## src/rtl/core/arpc_pkg.sv

```systemverilog
// Shared constants, payload types and control struct of the reading plausibility check.
package arpc_pkg;

   // batch size (2 to 8)
   localparam int SAMPLES = 3;

   localparam int T_W    = 16;
   localparam int H_W    = 10;
   localparam int IDX_W  = $clog2(SAMPLES);
   localparam int SUM_W  = T_W + $clog2(SAMPLES);

   // divide by SAMPLES as multiply by a rounded-up reciprocal, then shift;
   // the rounding error stays below 8, so three extra shift bits keep every
   // quotient of a SUM_W-bit magnitude exact
   localparam int DIV_SHIFT = SUM_W + 3;
   localparam int PROD_W    = SUM_W + DIV_SHIFT;
   localparam logic [DIV_SHIFT-1:0] DIV_MULT =
      DIV_SHIFT'((2**DIV_SHIFT + SAMPLES - 1) / SAMPLES);

   // register file
   localparam int ADDR_W = 3;
   localparam int DATA_W = 32;
   localparam logic REG_TCUT = 1'b0;
   localparam logic REG_HCUT = 1'b1;
   localparam logic [T_W-1:0] TCUT_RESET = 16'd10;
   localparam logic [H_W-1:0] HCUT_RESET = 10'd100;

   typedef struct packed {
      logic signed [T_W-1:0] temperature;
      logic [H_W-1:0]        humidity;
      logic                  read_failed;
   } req_type;

   typedef struct packed {
      logic                  accepted;
      logic signed [T_W-1:0] mean_temperature;
      logic [H_W-1:0]        mean_humidity;
   } rsp_type;

   // sequencer to arithmetic unit
   typedef struct packed {
      logic acc_clear;
      logic acc_en;
      logic div_temp;
      logic div_hum;
      logic mean_load;
      logic chk_clear;
      logic chk_en;
   } ctrl_type;

endpackage

```

## src/rtl/core/arpc_store.sv

```systemverilog
// Sample registers of the current batch: one write port, one indexed read.
module arpc_store
   import arpc_pkg::*;
(
   input  logic                  clock,
   input  logic                  wr_en,
   input  logic [IDX_W-1:0]      wr_idx,
   input  logic signed [T_W-1:0] wr_temp,
   input  logic [H_W-1:0]        wr_hum,
   input  logic [IDX_W-1:0]      rd_idx,
   output logic signed [T_W-1:0] rd_temp,
   output logic [H_W-1:0]        rd_hum
);

   logic signed [T_W-1:0] temp_ff [SAMPLES];
   logic [H_W-1:0]        hum_ff  [SAMPLES];

   // sample write, no reset needed
   always_ff @(posedge clock) begin
      if (wr_en) begin
         temp_ff[wr_idx] <= wr_temp;
         hum_ff[wr_idx]  <= wr_hum;
      end
   end

   assign rd_temp = temp_ff[rd_idx];
   assign rd_hum  = hum_ff[rd_idx];

endmodule

```

## src/rtl/core/arpc_alu.sv

```systemverilog
// Shared arithmetic unit: accumulate, reciprocal-multiply divide by the batch size, deviation check.
module arpc_alu
   import arpc_pkg::*;
(
   input  logic                  clock,
   input  ctrl_type              ctrl,
   input  logic signed [T_W-1:0] smp_temp,
   input  logic [H_W-1:0]        smp_hum,
   input  logic [T_W-1:0]        temp_cutoff,
   input  logic [H_W-1:0]        hum_cutoff,
   output logic signed [T_W-1:0] mean_temp,
   output logic [H_W-1:0]        mean_hum,
   output logic                  batch_ok
);

   logic signed [SUM_W-1:0] sum_t_ff, sum_t_in;
   logic [SUM_W-1:0]        sum_h_ff, sum_h_in;
   logic [SUM_W-1:0]        qt_ff, qt_in, qh_ff, qh_in;
   logic                    neg_ff, neg_in;
   logic signed [T_W-1:0]   mean_t_ff, mean_t_in;
   logic [H_W-1:0]          mean_h_ff, mean_h_in;
   logic                    ok_ff, ok_in;

   logic [SUM_W-1:0]        sum_t_neg;
   logic [SUM_W-1:0]        qt_neg;
   logic [SUM_W-1:0]        mul_op;
   logic [PROD_W-1:0]       prod;
   logic [SUM_W-1:0]        quo;
   logic signed [T_W:0]     dev_t;
   logic [T_W:0]            mag_t;
   logic signed [H_W:0]     dev_h;
   logic [H_W:0]            mag_h;
   logic                    bad;

   // deviation of the addressed sample from the stored means
   always_comb begin
      dev_t = {mean_t_ff[T_W-1], mean_t_ff} - {smp_temp[T_W-1], smp_temp};
      mag_t = dev_t[T_W] ? (T_W + 1)'(-dev_t) : (T_W + 1)'(dev_t);
      dev_h = {1'b0, mean_h_ff} - {1'b0, smp_hum};
      mag_h = dev_h[H_W] ? (H_W + 1)'(-dev_h) : (H_W + 1)'(dev_h);
      bad   = (mag_t > {1'b0, temp_cutoff}) || (mag_h > {1'b0, hum_cutoff});
   end

   always_comb begin
      sum_t_neg = -sum_t_ff;
      qt_neg    = -qt_ff;

      // one shared multiplier: temperature magnitude first, humidity next
      mul_op = ctrl.div_hum ? sum_h_ff : (sum_t_ff[SUM_W-1] ? sum_t_neg : sum_t_ff);
      prod   = PROD_W'(mul_op) * PROD_W'(DIV_MULT);
      quo    = SUM_W'(prod >> DIV_SHIFT);

      sum_t_in  = sum_t_ff;
      sum_h_in  = sum_h_ff;
      qt_in     = qt_ff;
      qh_in     = qh_ff;
      neg_in    = neg_ff;
      mean_t_in = mean_t_ff;
      mean_h_in = mean_h_ff;
      ok_in     = ok_ff;

      // accumulate
      if (ctrl.acc_clear) begin
         sum_t_in = '0;
         sum_h_in = '0;
      end else if (ctrl.acc_en) begin
         sum_t_in = sum_t_ff + SUM_W'(smp_temp);
         sum_h_in = sum_h_ff + SUM_W'(smp_hum);
      end

      // divide magnitudes, sign restored afterwards (truncation toward zero)
      if (ctrl.div_temp) begin
         neg_in = sum_t_ff[SUM_W-1];
         qt_in  = quo;
      end
      if (ctrl.div_hum) begin
         qh_in = quo;
      end

      if (ctrl.mean_load) begin
         mean_t_in = neg_ff ? qt_neg[T_W-1:0] : qt_ff[T_W-1:0];
         mean_h_in = qh_ff[H_W-1:0];
      end

      // deviation check
      if (ctrl.chk_clear) begin
         ok_in = 1'b1;
      end else if (ctrl.chk_en) begin
         ok_in = ok_ff & ~bad;
      end
   end

   always_ff @(posedge clock) begin
      sum_t_ff  <= sum_t_in;
      sum_h_ff  <= sum_h_in;
      qt_ff     <= qt_in;
      qh_ff     <= qh_in;
      neg_ff    <= neg_in;
      mean_t_ff <= mean_t_in;
      mean_h_ff <= mean_h_in;
      ok_ff     <= ok_in;
   end

   assign mean_temp = mean_t_ff;
   assign mean_hum  = mean_h_ff;
   assign batch_ok  = ok_ff;

endmodule

```

## src/rtl/core/arpc_seq.sv

```systemverilog
// Sequencer: batch fill, then accumulate, divide, check and hand off the result.
module arpc_seq
   import arpc_pkg::*;
(
   input  logic             clock,
   input  logic             reset,
   input  logic             req_take,
   input  logic             req_failed,
   input  logic             rsp_free,
   output logic             busy,
   output ctrl_type         ctrl,
   output logic             wr_en,
   output logic [IDX_W-1:0] wr_idx,
   output logic [IDX_W-1:0] rd_idx,
   output logic             rsp_load
);

   localparam logic [2:0] ST_IDLE  = 3'd0;
   localparam logic [2:0] ST_ACC   = 3'd1;
   localparam logic [2:0] ST_DIV_T = 3'd2;
   localparam logic [2:0] ST_DIV_H = 3'd3;
   localparam logic [2:0] ST_MEAN  = 3'd4;
   localparam logic [2:0] ST_CHK   = 3'd5;
   localparam logic [2:0] ST_OUT   = 3'd6;

   localparam logic [IDX_W-1:0] IDX_LAST = IDX_W'(SAMPLES - 1);

   logic [2:0]       state_ff, state_in;
   logic [IDX_W-1:0] fill_ff, fill_in;
   logic [IDX_W-1:0] idx_ff, idx_in;

   always_comb begin
      state_in = state_ff;
      fill_in  = fill_ff;
      idx_in   = idx_ff;
      ctrl     = '0;
      wr_en    = 1'b0;
      rsp_load = 1'b0;

      case (state_ff)
         ST_IDLE: begin
            if (req_take && !req_failed) begin
               wr_en = 1'b1;
               if (fill_ff == IDX_LAST) begin
                  fill_in        = '0;
                  idx_in         = '0;
                  ctrl.acc_clear = 1'b1;
                  state_in       = ST_ACC;
               end else begin
                  fill_in = fill_ff + 1'b1;
               end
            end
         end
         ST_ACC: begin
            ctrl.acc_en = 1'b1;
            idx_in      = idx_ff + 1'b1;
            if (idx_ff == IDX_LAST) begin
               state_in = ST_DIV_T;
            end
         end
         ST_DIV_T: begin
            ctrl.div_temp = 1'b1;
            state_in      = ST_DIV_H;
         end
         ST_DIV_H: begin
            ctrl.div_hum = 1'b1;
            state_in     = ST_MEAN;
         end
         ST_MEAN: begin
            ctrl.mean_load = 1'b1;
            ctrl.chk_clear = 1'b1;
            idx_in         = '0;
            state_in       = ST_CHK;
         end
         ST_CHK: begin
            ctrl.chk_en = 1'b1;
            idx_in      = idx_ff + 1'b1;
            if (idx_ff == IDX_LAST) begin
               state_in = ST_OUT;
            end
         end
         ST_OUT: begin
            if (rsp_free) begin
               rsp_load = 1'b1;
               state_in = ST_IDLE;
            end
         end
         default: begin
            state_in = ST_IDLE;
         end
      endcase
   end

   always_ff @(posedge clock) begin
      if (reset) begin
         state_ff <= ST_IDLE;
         fill_ff  <= '0;
      end else begin
         state_ff <= state_in;
         fill_ff  <= fill_in;
      end
   end

   always_ff @(posedge clock) begin
      idx_ff <= idx_in;
   end

   assign busy   = (state_ff != ST_IDLE);
   assign wr_idx = fill_ff;
   assign rd_idx = idx_ff;

endmodule

```

## src/rtl/core/averaged_reading_plausibility_check.sv

```systemverilog
// Top level of the reading plausibility check: register port, result register, core units.
//
//   channel  direction  handshake             beat
//   req_     in         req_valid/req_stall   req_type (temperature, humidity, read_failed)
//   rsp_     out        rsp_valid/rsp_stall   rsp_type (accepted, means)
//   csr_     in/out     APB psel/penable      cutoff registers at 0x0, 0x4 on 32-bit data
//
// A failed read or a beat that does not complete a batch is taken without raising req_stall.
// The beat that completes a batch raises req_stall for the per-sample accumulate
// and check passes, one shared reciprocal multiply per mean, the mean load and the
// result hand-off, plus any wait for the result register to free up.
// New beats are taken while a finished result waits on rsp_stall.
// Synchronous reset empties the batch and restores the cutoffs; sample data is not cleared.
module averaged_reading_plausibility_check
   import arpc_pkg::*;
(
   input  logic              clock,
   input  logic              reset,
   input  logic              req_valid,
   output logic              req_stall,
   input  req_type           req_data,
   output logic              rsp_valid,
   input  logic              rsp_stall,
   output rsp_type           rsp_data,
   input  logic              csr_psel,
   input  logic              csr_penable,
   input  logic              csr_pwrite,
   input  logic [ADDR_W-1:0] csr_paddr,
   input  logic [DATA_W-1:0] csr_pwdata,
   output logic [DATA_W-1:0] csr_prdata,
   output logic              csr_pready
);

   logic [T_W-1:0]        tcut_ff, tcut_in;
   logic [H_W-1:0]        hcut_ff, hcut_in;
   logic                  rsp_valid_ff, rsp_valid_in;
   rsp_type               rsp_data_ff, rsp_data_in;

   logic                  csr_wr;
   logic                  req_take;
   logic                  rsp_free;
   logic                  busy;
   ctrl_type              ctrl;
   logic                  wr_en;
   logic [IDX_W-1:0]      wr_idx;
   logic [IDX_W-1:0]      rd_idx;
   logic                  rsp_load;
   logic signed [T_W-1:0] smp_temp;
   logic [H_W-1:0]        smp_hum;
   logic signed [T_W-1:0] mean_temp;
   logic [H_W-1:0]        mean_hum;
   logic                  batch_ok;

   assign csr_pready = 1'b1;
   assign csr_wr     = csr_psel & csr_penable & csr_pwrite & csr_pready;

   // cutoff registers
   always_comb begin
      tcut_in = tcut_ff;
      hcut_in = hcut_ff;
      if (csr_wr) begin
         case (csr_paddr[2])
            REG_TCUT: tcut_in = csr_pwdata[T_W-1:0];
            REG_HCUT: hcut_in = csr_pwdata[H_W-1:0];
            default: begin
               tcut_in = tcut_ff;
            end
         endcase
      end
   end

   // register readback
   always_comb begin
      case (csr_paddr[2])
         REG_TCUT: csr_prdata = DATA_W'(tcut_ff);
         REG_HCUT: csr_prdata = DATA_W'(hcut_ff);
         default:  csr_prdata = '0;
      endcase
   end

   assign req_take  = req_valid & ~req_stall;
   assign req_stall = busy;
   assign rsp_free  = ~rsp_valid_ff | ~rsp_stall;

   // result register
   always_comb begin
      rsp_valid_in = rsp_valid_ff & rsp_stall;
      rsp_data_in  = rsp_data_ff;
      if (rsp_load) begin
         rsp_valid_in                 = 1'b1;
         rsp_data_in.accepted         = batch_ok;
         rsp_data_in.mean_temperature = mean_temp;
         rsp_data_in.mean_humidity    = mean_hum;
      end
   end

   always_ff @(posedge clock) begin
      if (reset) begin
         tcut_ff      <= TCUT_RESET;
         hcut_ff      <= HCUT_RESET;
         rsp_valid_ff <= 1'b0;
      end else begin
         tcut_ff      <= tcut_in;
         hcut_ff      <= hcut_in;
         rsp_valid_ff <= rsp_valid_in;
      end
   end

   always_ff @(posedge clock) begin
      rsp_data_ff <= rsp_data_in;
   end

   assign rsp_valid = rsp_valid_ff;
   assign rsp_data  = rsp_data_ff;

   arpc_seq u_seq (
      .clock      (clock),
      .reset      (reset),
      .req_take   (req_take),
      .req_failed (req_data.read_failed),
      .rsp_free   (rsp_free),
      .busy       (busy),
      .ctrl       (ctrl),
      .wr_en      (wr_en),
      .wr_idx     (wr_idx),
      .rd_idx     (rd_idx),
      .rsp_load   (rsp_load)
   );

   arpc_store u_store (
      .clock   (clock),
      .wr_en   (wr_en),
      .wr_idx  (wr_idx),
      .wr_temp (req_data.temperature),
      .wr_hum  (req_data.humidity),
      .rd_idx  (rd_idx),
      .rd_temp (smp_temp),
      .rd_hum  (smp_hum)
   );

   arpc_alu u_alu (
      .clock       (clock),
      .ctrl        (ctrl),
      .smp_temp    (smp_temp),
      .smp_hum     (smp_hum),
      .temp_cutoff (tcut_ff),
      .hum_cutoff  (hcut_ff),
      .mean_temp   (mean_temp),
      .mean_hum    (mean_hum),
      .batch_ok    (batch_ok)
   );

endmodule

```

## config.mk

```make
export PLATFORM = sky130hd
export DESIGN_NAME = averaged_reading_plausibility_check
export DESIGN_NICKNAME = d
export VERILOG_FILES = /design/src/rtl/core/arpc_pkg.sv /design/src/rtl/core/arpc_store.sv /design/src/rtl/core/arpc_alu.sv /design/src/rtl/core/arpc_seq.sv /design/src/rtl/core/averaged_reading_plausibility_check.sv
export SDC_FILE = /design/constraint.sdc
export NUM_CORES = 1
export LEC_CHECK = 0
export BUFFER_PORTS_ARGS = -buffer_cell sky130_fd_sc_hd__clkbuf_2
export CORE_UTILIZATION = 45
export CTS_CLUSTER_SIZE = 12
export DETAILED_ROUTE_END_ITERATION = 7
export HOLD_SLACK_MARGIN = 0.06
export PLACE_DENSITY = 0.61
export SYNTH_ARGS = -nofsm -noshare
export SYNTH_HDL_FRONTEND = slang
export SYNTH_SLANG_ARGS = --single-unit
```

## constraint.sdc

```tcl
create_clock -name clock -period 12.9 [get_ports clock]
set_clock_uncertainty 0.15 [all_clocks]
set_input_delay 2.58 -clock clock [delete_from_list [all_inputs] [get_ports clock]]
set_output_delay 2.58 -clock clock [all_outputs]
set_load 0.01 [all_outputs]
```

Word level (Yosys, flattened, before mapping)
Memories as Yosys holds them, arrays and structs flattened. A register that Yosys moved wholly into a read port is not among the register bits.
Cells that the tools add are included.
- $add $sub $neg: 10
- multiply operators: 1
- magnitude comparators: 2
- equal/unequal tests: 13
- multiplexer cells: 33
- bitwise gates (word level): 11
- reduce and logical (&&, ||, !) cells: 12
- operator list (cell ; number):
    $pmux 32 s2 ; 1
    $mul 18x20->37 const B ; 1
    $mux 18 ; 2
    $pmux 3 s7 ; 1
    $add 18x10->18 ; 1
    $add 18x16->18 ; 1
    $neg 18->18 ; 1
    $gt 17x16->1 ; 1
    $mux 17 ; 1
    $neg 17->17 ; 1
    $sub 16x16->17 ; 1
    $mux 16 ; 1
    $neg 16->16 ; 1
    $mux 3 ; 5
    $mux 1 ; 14
    $mux 2 ; 6
    $gt 11x10->1 ; 1
    $mux 11 ; 1
    $neg 11->11 ; 1
    $sub 10x10->11 ; 1
    $eq 3x3->1 const B ; 3
    $ne 2x1->1 const B ; 4
    $eq 3x2->1 const B ; 2
    $pmux 2 s3 ; 1
    other kinds (16) ; 29
- bits in registers: 151
- bits in writable memories: 78
- input port bits: 69
- output and inout bits: 62
- word-level logic and storage cells: 101
- memories: 2
- memories (memory ; depth ; width ; rd ports ; clocked after Yosys merged registers in ; write ports ; RTL line ; source):
    u_store.temp_ff ; 3 ; 16 ; 1 ; 1 ; 1 ; arpc_store.sv:15 ; logic signed [T_W-1:0] temp_ff [SAMPLES];
    u_store.hum_ff ; 3 ; 10 ; 1 ; 1 ; 1 ; arpc_store.sv:16 ; logic [H_W-1:0] hum_ff [SAMPLES];

Longest topological paths before layout
- depth in word-level cells: 8
- depth in mapped cells: 32
- gate-level depth less buffers: 30

Modules after synthesis
From an unflattened synthesis, not the netlist that was laid out.
- cell total of the unflattened synthesis: 1722
- area, all modules: 17570.6 um^2
- modules (own cells, without submodules) (module ; times used ; cells an instance ; area an instance (um^2) ; seq. area each (um^2)):
    arpc_alu ; 1 ; 1328 ; 11974.0 ; 2332.2
    arpc_store ; 1 ; 168 ; 2932.8 ; 2342.2
    averaged_reading_plausibility_check ; 1 ; 180 ; 2290.9 ; 1351.3
    arpc_seq ; 1 ; 46 ; 372.9 ; 160.2

Worst setup path after synthesis
OpenSTA, ideal clock, no wires.
- path type: flip-flop to flip-flop
- start point: register u_seq.state_ff[0]
- end point: register u_alu.qh_ff[6], data pin
- setup time: 262 ps
- data arrival time: 7102 ps
- required time: 12488 ps
- path slack: 5385 ps
- stages on the path, launching flop included: 29
- path buffers: 4
- period minus slack after synthesis: 7515 ps
- cells stage by stage: dfxtp_1 > clkbuf_1 > nand2_1 > or2_2 > clkbuf_1 > inv_1 > clkbuf_1 > clkbuf_1 > o21ai_0 > ha_1 > fa_1 > fa_1 > inv_1 > fa_1 > inv_1 > fa_1 > inv_1 > fa_1 > inv_1 > ha_1 > a211o_1 > nor3_1 > a211oi_1 > a21boi_0 > nor2b_1 > o21a_1 > o21a_1 > nor2_1 > xnor2_1
- cells in the longest elaborated chain, start to end: 4
- ends and longest elaborated chain (what ; RTL line ; source):
    start: declaration ; arpc_seq.sv:28 ; logic [2:0] state_ff, state_in;
    start signal: assignment ; arpc_seq.sv:99 ; state_ff <= state_in;
    $eq 3x2->1 ; arpc_seq.sv:40 ; case (state_ff)
    $mux 1 ; arpc_seq.sv:40 ;
    $mux 18 ; arpc_alu.sv:49 ; mul_op = ctrl.div_hum ? sum_h_ff : (sum_t_ff[SUM_W-1] ? sum_t_neg : sum_t_ff);
    $mul 18x20->37 ; arpc_alu.sv:50 ; prod = PROD_W'(mul_op) * PROD_W'(DIV_MULT);
    via u_alu.prod[27] ; arpc_alu.sv:27 ; logic [PROD_W-1:0] prod;
    end signal: assignment ; arpc_alu.sv:97 ; qh_ff <= qh_in;
    end: declaration ; arpc_alu.sv:18 ; logic [SUM_W-1:0] qt_ff, qt_in, qh_ff, qh_in;
The timed path passes the listed nets, and every way through them passes these cells.
A chain may end at the register's enable or synchronous reset.

Worst setup path after layout
- start point: register u_seq.state_ff[1]
- end point: register u_alu.qt_ff[6], data pin
- cells in the longest elaborated chain, start to end: 4
- ends and longest elaborated chain (what ; RTL line ; source):
    $eq 3x2->1 ; arpc_seq.sv:40 ;
    $mux 1 ; arpc_seq.sv:40 ;
    $mux 18 ; arpc_alu.sv:49 ;
    $mul 18x20->37 ; arpc_alu.sv:50 ;
    via u_alu.prod[27] ; arpc_alu.sv:27 ;
    end signal: assignment ; arpc_alu.sv:96 ; qt_ff <= qt_in;
    end: declaration ; arpc_alu.sv:18 ;
The timed path passes the listed nets, and every way through them passes these cells.

==> impl_metrics.sql <==
INSERT INTO impl_metrics (metric_group, metric, value, unit) VALUES
('outcome', 'status', 'finished clean', ''),
('route', 'avgViaCountPerCell', '5.13', ''),
('timing', 'fin_worst_hold_slack', '0.267', 'ns'),
('cts', 'cts-buffers-inserted', '25', ''),
('timing', 'finalWorstPathRequiredPeriod', '8.57', 'ns'),
('floorplan', 'row_count', '71', ''),
('critical_path', 'end_kind', 'flop', ''),
('global_routing', 'antenna_found_initial', '0', ''),
('timing', 'timing.slew.headroom', '0.371', ''),
('critical_path', 'critical_path_peak_fanout', '31', ''),
('cts', 'post_cts_buffers', '0', ''),
('cts', 'worst_setup_hold_path_clk_slew', '0.07', 'ns'),
('synth', 'ys_types', '67', ''),
('critical_path', 'arrival', '8.69', 'ns'),
('min_path', 'hold_path.class', 'flop to flop', ''),
('route', 'routed_wire_length_per_instance', '15.9', 'um'),
('global_routing', 'groute.layer.met3.usage', '0.0185', ''),
('critical_path', 'critical_path.top_delay_family', 'adder cells', ''),
('timing', 'totalNegativeSetupSlack', '0', 'ns'),
('critical_path', 'worst-path-buf-inv', '5', ''),
('timing', 'worst-slew-pin-transition', '0.934', 'ns'),
('synth', 'syn_inst', '1751', ''),
('floorplan', 'die_h', '198', 'um'),
('synth', 'postSynthRegisterBits', '231', ''),
('cts', 'cts_num_sinks', '231', ''),
('timing', 'rsz0062_at_grt', 'no', ''),
('timing', 'finish_stage_setup_viols', '0', ''),
('critical_path', 'timing.setup.critical_path_class', 'flop to flop', ''),
('layout', 'area_delta_synth_final', '10.7', '%'),
('cts', 'cts_resized', '0', ''),
('flow_run', 'drv.max_cap_violation_count', '0', ''),
('route', 'dr_total_vias', '12171', ''),
('critical_path', 'timing.critical_path.required', '13.02', 'ns'),
('global_routing', 'grt_start_max_net_pins', '63', ''),
('floorplan', 'start_util', '0.459', ''),
('synth', 'avgSynthCellArea', '9.92', 'sq um'),
('global_routing', 'wire_length_of_the_first_global_routing_pass', '60700', 'um'),
('place', 'placed_cells', '2328', ''),
('synth', 'dominantRegCellSynth', 'edfxtp_1', ''),
('cts', 'hold_buffers', '0', ''),
('layout', 'insertedDiodeCount', '0', ''),
('global_routing', 'grt_use_total', '0.196', ''),
('route', 'routed_wl', '37700', 'um'),
('global_routing', 'grt_busiest_layer', 'met2', ''),
('route', 'antenna_violating_nets_post_route', '0', ''),
('timing', 'finalMaxSlewViolations', '0', ''),
('global_routing', 'grt_pass1_vias', '11667', ''),
('global_routing', 'global_route.overflow_total', '0', ''),
('cts', 'tritoncts', 'done', ''),
('cts', 'cts-root-to-sink-buffers', '3', ''),
('timing', 'fmax', '117', 'MHz'),
('synth', 'mappedNetlistArea', '17400', 'sq um'),
('critical_path', 'critical-path-max-stage-delay', '0.74', 'ns'),
('floorplan', 'die_w', '198', 'um'),
('global_routing', 'met2_use_gr', '0.335', ''),
('critical_path', 'critical-path-slowest-cell', 'inv_1', ''),
('floorplan', 'boundaryPins', '131', ''),
('route', 'detail_route.drc_violations', '0', ''),
('global_routing', 'use_met1', '0.264', ''),
('cts', 'root_buffer', 'clkbuf_16', ''),
('synth', 'yosysWarningCount', '0', ''),
('layout', 'design.final.nets', '2215', ''),
('layout', 'post_route_cells_drive_above_1_share', '0.0907', ''),
('place', 'gp_congestion', '0.901', ''),
('place', 'place_hpwl', '30000', 'um'),
('route', 'drt_pre_antenna_iters', '6', ''),
('place', 'port-buffer-count', '95', ''),
('floorplan', 'core', '37800', 'sq um'),
('synth', 'number_of_enable_type_register_cells_in_the_synthesized_netlist', '160', ''),
('timing', 'hold_viol_final', '0', ''),
('floorplan', 'fp.dieArea', '39400', 'sq um'),
('synth', 'synth.yosys.seq_area_share', '0.358', ''),
('cts', 'clk_latency', '0.55', 'ns'),
('synth', 'asyncSetResetFlopFracSynth', '0', ''),
('route', 'drt-initial-drc-count', '682', ''),
('layout', 'final-instance-count-excl-fill', '2374', ''),
('timing', 'layout_worst_path_cycle_share', '0.664', ''),
('critical_path', 'start_kind', 'flop', ''),
('cts', 'h-tree-depth', '1', '');
[routing by layer]
metal / vias up / part of all wire
li1: 6122 / -
met1: 5797 / 0.47
met2: 212 / 0.48
met3: 40 / 0.034
met4: 0 / 0.022
met5: - / 0
[final cells by class]
cell class | instances | area (sq um)
Clock inverter | 5 | 92.6
Fill cell | 3472 | 18600
Sequential cell | 231 | 6230
Timing Repair Buffer | 107 | 566
Inverter | 266 | 998
Tap cell | 511 | 639
Multi-Input combinational cell | 1213 | 9950
Clock buffer | 41 | 758
[state kept, by name, indices dropped and copies added (netlist names), named ones only]
signal	flops
u_alu.neg_ff	1
u_store.temp_ff	48
rsp_data	27
u_alu.sum_t_ff	18
u_store.hum_ff	30
u_seq.state_ff	3
u_seq.wr_idx	2
u_seq.rd_idx	2
u_alu.qt_ff	16
u_alu.batch_ok	1
rsp_valid	1
hcut_ff	10
u_alu.qh_ff	10
u_alu.mean_hum	10
u_alu.sum_h_ff	18
tcut_ff	16
u_alu.mean_temp	16
[placed cells by master, fill, tap and decap left out, drive strengths merged, types with 5 or more instances in the layout]
cell      n
or4       6
and2      5
o211ai    5
a21o     26
or3      12
xor2     41
o31a      5
or2       7
o41ai     7
nor3     22
inv     267
mux2i    28
nand4    10
nor4      5
nor3b    12
o21bai    6
conb     17
nand3b    6
nand2b   14
o21ai    78
and3     12
ha      206
o22ai     7
clkbuf  136
a31oi     8
dfxtp    71
a21boi    6
nand2   193
buf      12
a21oi   100
nor2b    13
fa       96
a211o     6
xnor2    71
edfxtp  160
nor2     83
o21a     42
o31ai    13
nand3    13
a211oi   11
[synthesized netlist by cell type (all sizes together) (2+ instances only)]
| cell | n | area [sq um] |
|---|---|---|
| o31ai | 13 | 97.6 |
| a211oi | 11 | 82.6 |
| a311oi | 2 | 17.5 |
| nor3b | 12 | 100 |
| nand3b | 6 | 48.8 |
| clkbuf | 36 | 135 |
| o211ai | 5 | 51.3 |
| mux2 | 2 | 22.5 |
| a21boi | 6 | 45.0 |
| xnor2 | 71 | 622 |
| ha | 206 | 2580 |
| a41oi | 2 | 17.5 |
| nand2 | 193 | 724 |
| conb | 2 | 7.51 |
| o21ai | 78 | 394 |
| o2111a | 2 | 22.5 |
| a21o | 26 | 195 |
| o31a | 5 | 46.3 |
| xor2 | 41 | 359 |
| nor2 | 83 | 312 |
| a21oi | 100 | 523 |
| and3 | 12 | 80.1 |
| nor3 | 22 | 110 |
| nand3 | 13 | 65.1 |
| a31o | 3 | 26.3 |
| mux2i | 28 | 280 |
| nand2b | 14 | 87.6 |
| or3 | 12 | 75.1 |
| a31oi | 8 | 50.1 |
| edfxtp | 160 | 4800 |
| nor2b | 13 | 81.3 |
| fa | 96 | 1920 |
| a211o | 6 | 52.6 |
| dfxtp | 71 | 1420 |
| o21bai | 6 | 45.0 |
| nand4 | 10 | 62.6 |
| or2 | 7 | 43.8 |
| or4 | 6 | 45.0 |
| o41ai | 7 | 68.8 |
| inv | 266 | 998 |
| buf | 20 | 140 |
| o22ai | 7 | 43.8 |
| nor4 | 5 | 31.3 |
| and2 | 5 | 31.3 |
| o21a | 42 | 315 |
[worst reg2reg max path: stages, from the launching register on]
cell and delay, ns:
dfxtp_1 0.53, nand2_1 0.09, or2_2 0.44, inv_1 0.75, o21ai_0 0.50, ha_1 0.51, inv_1 0.09, fa_1 0.59
fa_1 0.45, fa_1 0.52, inv_1 0.06, fa_1 0.56, inv_1 0.06, fa_1 0.53, inv_1 0.04, ha_1 0.34
o21ai_0 0.10, o21ai_0 0.23, a31oi_1 0.12, a211oi_1 0.63, a21boi_0 0.33, nor2b_1 0.21, o21a_1 0.17, o21a_1 0.12
nor2_1 0.05, xnor2_1 0.13
[final timing paths]
check / start / end / slack, ns / cells after the start
max reg2reg: u_seq.state_ff[1] / u_alu.qt_ff[6] / 4.33 / 25
min reg2reg: u_alu.qh_ff[2] / u_alu.mean_hum[2] / 0.27 / 0
min: u_alu.qh_ff[2] / u_alu.mean_hum[2] / 0.27 / 0
max: u_seq.state_ff[1] / u_alu.qt_ff[6] / 4.33 / 25
[cells by family after synthesis]
family | count (synthesis) | share of synthesized area
and+or+nand+nor | 414 | 0.110
DFF | 231 | 0.358
AOI/OAI and AO/OA | 338 | 0.125
xor gates and xnor gates | 112 | 0.0565
adders and majority gates | 302 | 0.259
buffers and inverters | 322 | 0.0733
muxes | 30 | 0.0174
other | 2 | 0.000432
[stage by stage]
step | util | setup WS [ns] | instance area, sq um
6_report | 0.508 | 4.33 | 19200
5_1_grt | 0.508 | 3.81 | 19200
4_1_cts | 0.508 | 4.34 | 19200
3_5_place_dp | 0.486 | 4.40 | 18400
3_3_place_gp | 0.486 | 4.46 | 18400
2_1_floorplan | - | 5.39 | 17400
Power is not shown: default switching activity piles up to over one toggle a cycle in this logic, so the estimate is an artifact.
